$ cat src/dpbp_pkg.sv
// Shared package for the depth pixel back-projection block.
// Holds field widths, register index codes, reset values and the
// controller/datapath command and status structs. No dependencies.
`default_nettype none

package dpbp_pkg;

  // Default geometry limits
  localparam int unsigned MAX_WIDTH_DEF  = 4096;
  localparam int unsigned MAX_HEIGHT_DEF = 4096;

  // Field widths
  localparam int unsigned DEPTH_W    = 16;
  localparam int unsigned FW_W       = 13;
  localparam int unsigned CENTER_W   = 20;
  localparam int unsigned INV_W      = 32;
  localparam int unsigned POINT_W    = 32;
  localparam int unsigned CFG_IDX_W  = 8;
  localparam int unsigned CFG_DATA_W = 32;
  localparam int unsigned OUT_DATA_W = 2 * POINT_W + DEPTH_W;

  // Register index codes
  localparam logic [CFG_IDX_W-1:0] REG_FRAME_WIDTH = 8'd0;
  localparam logic [CFG_IDX_W-1:0] REG_COLUMN_STEP = 8'd1;
  localparam logic [CFG_IDX_W-1:0] REG_CENTER_X    = 8'd2;
  localparam logic [CFG_IDX_W-1:0] REG_CENTER_Y    = 8'd3;
  localparam logic [CFG_IDX_W-1:0] REG_INV_FOCAL_X = 8'd4;
  localparam logic [CFG_IDX_W-1:0] REG_INV_FOCAL_Y = 8'd5;
  localparam logic [CFG_IDX_W-1:0] REG_MIN_DEPTH   = 8'd6;
  localparam logic [CFG_IDX_W-1:0] REG_MAX_DEPTH   = 8'd7;

  // Register reset values
  localparam logic [FW_W-1:0]     FRAME_WIDTH_RST = 13'd640;
  localparam logic [FW_W-1:0]     COLUMN_STEP_RST = 13'd1;
  localparam logic [CENTER_W-1:0] CENTER_X_RST    = 20'd81920;
  localparam logic [CENTER_W-1:0] CENTER_Y_RST    = 20'd61440;
  localparam logic [INV_W-1:0]    INV_FOCAL_RST   = 32'd0;
  localparam logic [DEPTH_W-1:0]  MIN_DEPTH_RST   = 16'd600;
  localparam logic [DEPTH_W-1:0]  MAX_DEPTH_RST   = 16'd8000;

  // Controller to datapath
  typedef struct packed {
    logic in_ready;   // input side may take a transaction
    logic mod_step;   // one remainder iteration
    logic diff;       // form |coord*256 - center| and its sign
    logic prod;       // magnitude times depth
    logic part;       // partial products with the reciprocal
    logic sum;        // combine partials and round
    logic load;       // load the output register
  } cmd_t;

  // Datapath to controller
  typedef struct packed {
    logic in_valid;   // input transaction offered
    logic pass;       // depth and reciprocals allow a point
    logic stride;     // column stride check needed
    logic rem_zero;   // remainder after current step is zero
    logic out_free;   // output register can take a new point
  } status_t;

endpackage

`default_nettype wire

$ cat src/dpbp_ctrl.sv
// Sequencing state machine for depth pixel back-projection.
// Depends on dpbp_pkg (cmd_t, status_t).
`default_nettype none

module dpbp_ctrl #(
  parameter int unsigned MAX_WIDTH = dpbp_pkg::MAX_WIDTH_DEF
) (
  input  wire                    clk_i,
  input  wire                    rst_ni,
  input  wire dpbp_pkg::status_t status_i,
  output dpbp_pkg::cmd_t         cmd_o
);
  import dpbp_pkg::*;

  localparam int unsigned COL_W = $clog2(MAX_WIDTH);
  localparam int unsigned CNT_W = $clog2(COL_W + 1);

  typedef enum logic [6:0] {
    S_IDLE = 7'b0000001,
    S_MOD  = 7'b0000010,
    S_DIFF = 7'b0000100,
    S_PROD = 7'b0001000,
    S_PART = 7'b0010000,
    S_SUM  = 7'b0100000,
    S_OUT  = 7'b1000000
  } state_e;

  state_e           state_q, state_d;
  logic [CNT_W-1:0] cnt_q, cnt_d;
  logic             accept;

  assign accept = (state_q == S_IDLE) && status_i.in_valid;

  // Next state and commands
  always_comb begin
    state_d = state_q;
    cnt_d   = cnt_q;
    cmd_o   = '0;
    case (state_q)
      S_IDLE: begin
        cmd_o.in_ready = 1'b1;
        if (accept && status_i.pass) begin
          if (status_i.stride) begin
            state_d = S_MOD;
            cnt_d   = CNT_W'(COL_W - 1);
          end else begin
            state_d = S_DIFF;
          end
        end
      end
      S_MOD: begin
        cmd_o.mod_step = 1'b1;
        if (cnt_q == '0) begin
          state_d = status_i.rem_zero ? S_DIFF : S_IDLE;
        end else begin
          cnt_d = cnt_q - 1'b1;
        end
      end
      S_DIFF: begin
        cmd_o.diff = 1'b1;
        state_d    = S_PROD;
      end
      S_PROD: begin
        cmd_o.prod = 1'b1;
        state_d    = S_PART;
      end
      S_PART: begin
        cmd_o.part = 1'b1;
        state_d    = S_SUM;
      end
      S_SUM: begin
        cmd_o.sum = 1'b1;
        state_d   = S_OUT;
      end
      S_OUT: begin
        cmd_o.load = status_i.out_free;
        if (status_i.out_free) begin
          state_d = S_IDLE;
        end
      end
      default: begin
        state_d = S_IDLE;
      end
    endcase
  end

  always_ff @(posedge clk_i or negedge rst_ni) begin
    if (!rst_ni) begin
      state_q <= S_IDLE;
      cnt_q   <= '0;
    end else begin
      state_q <= state_d;
      cnt_q   <= cnt_d;
    end
  end

`ifndef ASSERT_OFF
  // A pixel that needs no stride check goes straight to the arithmetic
  a_no_stride_to_diff: assert property (@(posedge clk_i) disable iff (!rst_ni)
    accept && status_i.pass && !status_i.stride |=> state_q == S_DIFF)
    else $error("pixel without stride check did not start arithmetic");

  // A rejected pixel leaves the block ready for the next one
  a_reject_stays_idle: assert property (@(posedge clk_i) disable iff (!rst_ni)
    accept && !status_i.pass |=> cmd_o.in_ready)
    else $error("rejected pixel did not return to idle");
`endif

endmodule

`default_nettype wire

$ cat config.mk
export PLATFORM = sky130hd
export DESIGN_NAME = dpbp_ctrl
export DESIGN_NICKNAME = d
export VERILOG_FILES = /design/src/dpbp_pkg.sv /design/src/dpbp_ctrl.sv
export SDC_FILE = /design/constraint.sdc
export NUM_CORES = 1
export LEC_CHECK = 0
export BUFFER_PORTS_ARGS = -buffer_cell sky130_fd_sc_hd__buf_2
export CORE_UTILIZATION = 55
export DETAILED_ROUTE_END_ITERATION = 8
export GPL_TIMING_DRIVEN = 0
export MAX_ROUTING_LAYER = met4
export PLACE_DENSITY = 0.82
export SLEW_MARGIN = 20
export SYNTH_ARGS = -nofsm -noshare
export SYNTH_HDL_FRONTEND = slang
export SYNTH_SLANG_ARGS = --single-unit
export TNS_END_PERCENT = 1
$ cat constraint.sdc
create_clock -name clk_i -period 3.2 [get_ports clk_i]
set_clock_uncertainty 0.1 [all_clocks]
set_input_delay 0.64 -clock clk_i [delete_from_list [all_inputs] [get_ports clk_i]]
set_output_delay 0.64 -clock clk_i [all_outputs]
set_load 0.01 [all_outputs]
# Word-level counts from Yosys, hierarchy flattened
# Index checks and enable logic that the tools add are counted.
[word_totals]
elab_cells = 38
register_bits = 11
inputBits = 7
ramBits = 0
latch_bits = 0
mem_bits_ro = 0
n_memories = 0
output_inout_bits = 7
[op_classes]
n_mux = 17
n_addsub = 1
shifts = 0
n_eq_ne = 12
n_lt_le_gt_ge = 0
div_mod_pow = 0
n_mul = 0
bitwise = 0
n_reduce_logical = 6
[op_table]
columns = ["cell", "n"]
rows = [
  ["$pmux 7 s7", 1],
  ["$mux 7", 3],
  ["$mux 4", 3],
  ["$ne 2x2->1 const B", 4],
  ["$pmux 4 s2", 1],
  ["$eq 7x1->1 const B", 1],
  ["$eq 7x2->1 const B", 1],
  ["$eq 7x3->1 const B", 1],
  ["$eq 7x4->1 const B", 1],
  ["$eq 7x5->1 const B", 1],
  ["$eq 7x6->1 const B", 1],
  ["$eq 7x7->1 const B", 1],
  ["$mux 1", 7],
  ["$mux 3", 2],
  ["$logic_not 4->1", 1],
  ["$reduce_and 4->1", 1],
  ["$sub 4x1->4 const B", 1],
  ["$reduce_and 3->1", 1],
  ["$logic_and 1x1->1", 2],
  ["$ne 2x1->1 const B", 1],
  ["$reduce_bool 2->1", 1],
]

# Logic depth before layout (Yosys ltp)
# Gate-level depths: netlist of the first run.
[depth]
ltp_word = 5
ltp_mapped = 6
ltp_nobuf = 6

# Worst setup path after synthesis of the first run
# OpenSTA, ideal clock, no wires.
[synth_timing]
path_type = "reg2out"
startpoint = "register state_q[6]"
endpoint = "output port cmd_o[4] in the netlist's numbering"
required_time_ns = 2.460
path_stages_with_launch = 4
arrival_ns = 1.569
n_path_buf = 1
path_slack_ns = 0.891
path_cell_list = "dfrtp_1 > or4_4 > buf_6 > nor4b_1"
[synth_lines]
columns = ["element", "line", "text"]
rows = [
  ["start, declared", "dpbp_ctrl.sv:28", "state_e state_q, state_d;"],
  ["start signal, assigned", "dpbp_ctrl.sv:92", "state_q <= state_d;"],
  ["end, declared", "dpbp_ctrl.sv:11", "output dpbp_pkg::cmd_t cmd_o"],
]

==> results of run 1 <==
-- placed cells by master (no fill, tap or decap), types with 3 or more instances in the layout --
cell      instances
buf_2            13
nor4_1            3
nor4b_1           4
nor2_1            5
inv_1             4
and3_1            5
clkbuf_4          3
a21oi_1           4
dfrtp_1          10
-- critical path, stage by stage (launching register included) --
cell and delay, ns:
dfrtp_1 0.47, or4_4 0.56, buf_6 0.16, nor4b_1 0.26, buf_2 0.17
-- sequential cells by signal, indices dropped and copies added, names as in the netlist --
name	count
state_q	7
cnt_q	4
-- power by group through the flow --
stage	clock, mW	combinational, mW	sequential, mW
after global routing	0.104	0.266	0.205
after detailed placement	0	0.241	0.204
final	0.0973	0.243	0.201
after global placement	0	0.232	0.202
after floorplan	0	0.189	0.196
after CTS	0.0965	0.242	0.201
-- layout make-up --
type,count,area (um^2)
fill,95,329
sequential,11,277
timing repair buffer,13,65.1
inverter,4,15.0
clock buffer,3,22.5
clock inverter,1,5.00
multi-input combinational,57,412
buffer,4,43.8
tap,14,17.5
-- per-layer routing --
metal / part of all wire / GRT usage / vias to the layer above
met2: 0.48 / 0.392 / 28
li1: - / - / 321
met1: 0.45 / 0.326 / 334
met3: 0.068 / 0.0347 / 2
met4: 0.0013 / 0.0259 / 0
met5: 0 / - / -
-- how the worst max path moves through the flow --
stage,endpoint,slack (ns),cells after the start
2_1_floorplan,cmd_o[4],0.89,3
3_3_place_gp,cmd_o[4],0.85,4
3_5_place_dp,cmd_o[4],0.88,4
4_1_cts,cmd_o[4],0.57,4
6_report,cmd_o[4],0.57,4
5_1_grt,cmd_o[4],0.49,4
-- cells in the mapped netlist --
master	n
a21bo_2	1
a21o_1	1
a21oi_1	4
a221oi_1	1
and2_1	2
and3_1	5
and4_2	1
buf_4	1
buf_6	2
clkbuf_8	1
dfrtp_1	10
dfstp_2	1
ha_1	2
inv_1	4
mux2i_1	1
nand2_1	2
nand2b_1	2
nand3_1	2
nand3b_1	1
nand4_1	1
nand4b_1	1
nor2_1	5
nor2b_1	1
nor3_1	2
nor3_2	1
nor3b_1	1
nor4_1	3
nor4_4	1
nor4b_1	4
o21ai_0	1
o22ai_1	2
o31ai_1	1
o32ai_1	1
or2b_2	1
or3_1	1
or3b_1	1
or4_1	1
or4_4	2
xor2_1	1
-- cells by family after synthesis --
| group | Yosys count | share of synthesized area |
|---|---|---|
| adder cells (fa/ha/maj) | 2 | 0.0335 |
| flip-flops | 11 | 0.370 |
| AO/OA/AOI/OAI | 12 | 0.107 |
| XOR/XNOR | 1 | 0.0117 |
| AND/OR/NAND/NOR | 41 | 0.385 |
| buffers and inverters | 8 | 0.0787 |
| multiplexers | 1 | 0.0134 |
-- through the flow --
stage	utilization	std cells	setup WS [ns]	cell area (um^2)	hold WS (ns)
2_1_floorplan	-	76	0.891	747	0.244
3_3_place_gp	0.699	103	0.853	830	0.423
3_5_place_dp	0.699	103	0.878	830	0.423
4_1_cts	0.723	107	0.569	857	0.130
5_1_grt	0.723	107	0.491	857	0.134
6_report	0.723	107	0.569	857	0.125
==> flow_metrics.env, run 1 <==
export IMPL_slew_limit_headroom=0.627
export IMPL_status="complete, no violations"
export IMPL_finalSetupViolCount=0
export IMPL_core_region_area_um2=1190
export IMPL_initialDrtViolationCount=16
export IMPL_htree_levels=1
export IMPL_route_detailed_drc=0
export IMPL_seq_power_share=0.371
export IMPL_cellInternalPower_mw=0.335
export IMPL_switching_share=0.380
export IMPL_final_min_clock_period_ns=2.63
export IMPL_holdCritPathClass="in2async"
export IMPL_placement_rows=12
export IMPL_finalMaxSlewViolations=0
export IMPL_routabilityCongestion=0.868
export IMPL_die_h_um=38.9
export IMPL_cts_hold_buf=0
export IMPL_antenna_found_initial=0
export IMPL_critPathArrivalTime_ns=1.89
export IMPL_cts_tree="yes"
export IMPL_power_per_cell_area_nw_per_um2=631
export IMPL_critPathMaxFanout=9
export IMPL_syn_area_per_cell_um2=9.83
export IMPL_fin_total_pwr_mw=0.541
export IMPL_crit_reg2reg_capture="state_q[2]"
export IMPL_wirelength_mm=1.58
export IMPL_unrepaired_setup_endpoints_after_global_routing="false"
export IMPL_cellLeakagePower_nw=0.440
export IMPL_comb_power_share=0.449
export IMPL_tightest_slew_ns=0.558
export IMPL_post_cts_setup_buffer_count=0
export IMPL_synthToLayoutAreaGrowth_pct=14.7
export IMPL_pwr_share_clk=0.180
export IMPL_clkSinkCount=11
export IMPL_clk_pin_slew_ns=0.08
export IMPL_grt_first_pass_wirelength_mm=2.46
export IMPL_layout_nets=103
export IMPL_yosys_warnings=0
export IMPL_clock_root_cell="clkbuf_4"
export IMPL_synth_nets=85
export IMPL_grt_max_degree=12
export IMPL_origin_of_the_critical_flop_to_flop_path="state_q[6]"
export IMPL_avgRoutedWirePerCell_um=14.8
export IMPL_tns_ns=0
export IMPL_grt_usage=0.239
export IMPL_avgViaCountPerCell=6.40
export IMPL_worst_skew_pair_late_latency_ns=0.27
export IMPL_drt_pass1_iter_count=4
export IMPL_critPathLaunch="state_q[6]"
export IMPL_timing_hold_violations_final=0
export IMPL_clock_fmax_mhz=380
export IMPL_setup_reg_to_reg_worst_slack_ns=1.12
export IMPL_detailroute_via_count=685
export IMPL_start_util=0.630
export IMPL_antenna_diode_count=0
export IMPL_grt_pass1_vias=566
export IMPL_portBuffers=13
export IMPL_crit_path_end_kind="output port"
export IMPL_synth_area_leader_cell="dfrtp_1"
export IMPL_design_portCount=14
export IMPL_ir_drop_uv=327
export IMPL_synth_yosys_seq_area_share=0.370
export IMPL_max_clock_path_buffers=2
export IMPL_yosys_area_top_type_share=0.335
export IMPL_cp_required_ns=2.46
export IMPL_max_cap_violations=0
export IMPL_synthesis_instances=76
export IMPL_floorplan_die_width_um=38.9
export IMPL_synth_area_um2=747
export IMPL_post_cts_resized=0
export IMPL_die_area_um2=1510
export IMPL_synth_lib_cells_used_distinct=39
export IMPL_dpl_hpwl_mm=1.17
export IMPL_ys_ff_latch=11
export IMPL_timing_worst_setup_path_type="reg2out"
export IMPL_crit_path_start_kind="flip-flop"
export IMPL_numCtsBuffers=3
export IMPL_netSwitchingPower_mw=0.205
export IMPL_largest_cells_by_area_after_synthesis="dfrtp_1 34%, nor4b_1 4.7%, and3_1 4.2%, dfstp_2 3.5%, ha_1 3.4%"
export IMPL_globalRouteOverflowTotal=0
export IMPL_antenna_violating_nets_left=0
export IMPL_drive_above_1_share=0.312
export IMPL_worst_r2r_cell_count=4
export IMPL_timing_final_crit_share=0.822
No activity file was read; power rests on OpenSTA's default activity.
==> run 2, diff against run 1 <==
--- a/config.mk
+++ b/config.mk
@@ -6,11 +6,11 @@
 export NUM_CORES = 1
 export LEC_CHECK = 0
 export BUFFER_PORTS_ARGS = -buffer_cell sky130_fd_sc_hd__buf_2
-export CORE_UTILIZATION = 55
+export CORE_UTILIZATION = 52
 export DETAILED_ROUTE_END_ITERATION = 8
 export GPL_TIMING_DRIVEN = 0
 export MAX_ROUTING_LAYER = met4
-export PLACE_DENSITY = 0.82
+export PLACE_DENSITY = 0.78
 export SLEW_MARGIN = 20
 export SYNTH_ARGS = -nofsm -noshare
 export SYNTH_HDL_FRONTEND = slang
==> constraint.sdc (replaced) <==
create_clock -name clk_i -period 2.6 [get_ports clk_i]
set_clock_uncertainty 0.1 [all_clocks]
set_input_delay 0.52 -clock clk_i [delete_from_list [all_inputs] [get_ports clk_i]]
set_output_delay 0.52 -clock clk_i [all_outputs]
set_load 0.01 [all_outputs]
==> flow_metrics.env, run 2 (synthesis gave the netlist of run 1 again) <==
export IMPL_status="complete, no violations"
export IMPL_routabilityCongestion=0.828
export IMPL_cts_hold_buf=0
export IMPL_finalMaxSlewViolations=0
export IMPL_clk_pin_slew_ns=0.07
export IMPL_worst_skew_pair_late_latency_ns=0.27
export IMPL_holdCritPathClass="in2async"
export IMPL_crit_path_end_kind="output port"
export IMPL_cp_endpoint="cmd_o[4]"
export IMPL_slew_limit_headroom=0.627
export IMPL_max_flop_register="state_q"
export IMPL_floorplan_die_width_um=39.9
export IMPL_post_cts_resized=0
export IMPL_final_cells=108
export IMPL_synthToLayoutAreaGrowth_pct=14.7
export IMPL_drt_pass1_iter_count=4
export IMPL_detailroute_via_count=690
export IMPL_fillerInstances=109
export IMPL_crit_path_start_kind="flip-flop"
export IMPL_largestRegisters="state_q (7), cnt_q (4)"
export IMPL_clock_fmax_mhz=399
export IMPL_design_portCount=14
export IMPL_area_of_combinational_cells_with_multiple_inputs_um2=412
export IMPL_timing_hold_violations_final=0
export IMPL_mostFrequentLayoutCell="buf_2"
export IMPL_core_region_area_um2=1320
export IMPL_layout_nets=103
export IMPL_worst_r2r_cell_count=4
export IMPL_portBuffers=13
export IMPL_max_clock_path_buffers=2
export IMPL_finalSetupViolCount=0
export IMPL_numCtsBuffers=3
export IMPL_origin_of_the_critical_flop_to_flop_path="state_q[6]"
export IMPL_avgRoutedWirePerCell_um=15.3
export IMPL_initialDrtViolationCount=21
export IMPL_drive_above_1_share=0.301
export IMPL_layout_cells_most_common_list="13 x buf_2, 10 x dfrtp_1, 5 x nor2_1, 5 x and3_1"
export IMPL_grt_first_pass_wirelength_mm=2.39
export IMPL_timing_worst_setup_path_type="reg2out"
export IMPL_antenna_violating_nets_left=0
export IMPL_globalRouteOverflowTotal=0
export IMPL_timing_final_crit_share=0.963
export IMPL_critPathArrivalTime_ns=1.88
export IMPL_cp_required_ns=1.98
export IMPL_avgViaCountPerCell=6.39
export IMPL_critPathLaunch="state_q[6]"
export IMPL_grt_pass1_vias=542
export IMPL_unrepaired_setup_endpoints_after_global_routing="false"
export IMPL_tns_ns=0
export IMPL_power_per_cell_area_nw_per_um2=777
export IMPL_numPlacedInstances=104
export IMPL_final_min_clock_period_ns=2.50
export IMPL_antenna_diode_count=0
export IMPL_dpl_hpwl_mm=1.19
export IMPL_cts_tree="yes"
export IMPL_ir_drop_uv=500
export IMPL_htree_levels=1
export IMPL_clock_root_cell="clkbuf_4"
export IMPL_grt_max_degree=12
export IMPL_placement_rows=13
export IMPL_critPathMaxFanout=9
export IMPL_register_area_um2=277
export IMPL_die_area_um2=1590
export IMPL_wirelength_mm=1.65
export IMPL_largest_reg_flops=7
export IMPL_post_cts_setup_buffer_count=0
export IMPL_start_util=0.567
export IMPL_max_cap_violations=0
export IMPL_die_h_um=39.9
export IMPL_crit_reg2reg_capture="state_q[2]"
export IMPL_grt_usage=0.239
export IMPL_clkSinkCount=11
export IMPL_tightest_slew_ns=0.559
export IMPL_setup_reg_to_reg_worst_slack_ns=0.52
export IMPL_cellLeakagePower_nw=0.437
export IMPL_route_detailed_drc=0
export IMPL_antenna_found_initial=0
-- run 2: cell count changes in the layout (fill, tap and decap cells not counted), sizes merged --
cell | previous run | this run
clkinv | 1 | 0
clkbuf | 4 | 5
-- run 2: cell type report --
class,count,area share
clock buffers,4,0.0307
well taps,15,0.0219
inverters,4,0.0175
flip-flops and latches,11,0.323
repair buffers,13,0.0759
multi-input cells,57,0.480
plain buffers,4,0.0511
-- run 2: worst max-delay path: stages (launching register included) --
cell and delay, ns:
dfrtp_1 0.45, or4_4 0.56, buf_6 0.16, nor4b_1 0.27
buf_2 0.18
-- run 2: how the worst min path moves through the flow --
stage | start | endpoint | slack, ns | cells past startpoint
2_1_floorplan | rst_ni | cnt_q[0] | 0.12 | 0
3_3_place_gp | rst_ni | cnt_q[1] | 0.30 | 1
3_5_place_dp | rst_ni | cnt_q[1] | 0.30 | 1
4_1_cts | rst_ni | state_q[3] | 0.02 | 1
5_1_grt | rst_ni | cnt_q[1] | 0.02 | 1
6_report | rst_ni | state_q[3] | 0.003 | 1
-- run 2: metrics by stage --
stage / util / cell area (um^2) / setup slack, ns / power (mW) / hold slack [ns]
floorplan: - / 747 / 0.411 / 0.474 / 0.124
global placement: 0.631 / 831 / 0.425 / 0.532 / 0.301
detailed placement: 0.631 / 831 / 0.387 / 0.546 / 0.305
CTS: 0.651 / 857 / 0.0915 / 0.667 / 0.0158
global route: 0.651 / 857 / 0.0111 / 0.713 / 0.0177
finish: 0.651 / 857 / 0.0952 / 0.666 / 0.00298
-- run 2: routing by layer --
layer,share of wire,vias up,GRT usage
li1,-,322,-
met1,0.43,336,0.299
met2,0.50,30,0.379
met3,0.064,2,0.0511
met4,0.0049,0,0.0776
met5,0,-,-
-- run 2: where the power goes --
| part | switching (mW) | leakage, nW | internal, mW |
|---|---|---|---|
| clock | 0.0616 | 0.0150 | 0.0594 |
| combinational | 0.159 | 0.286 | 0.138 |
| sequential | 0.0308 | 0.137 | 0.218 |
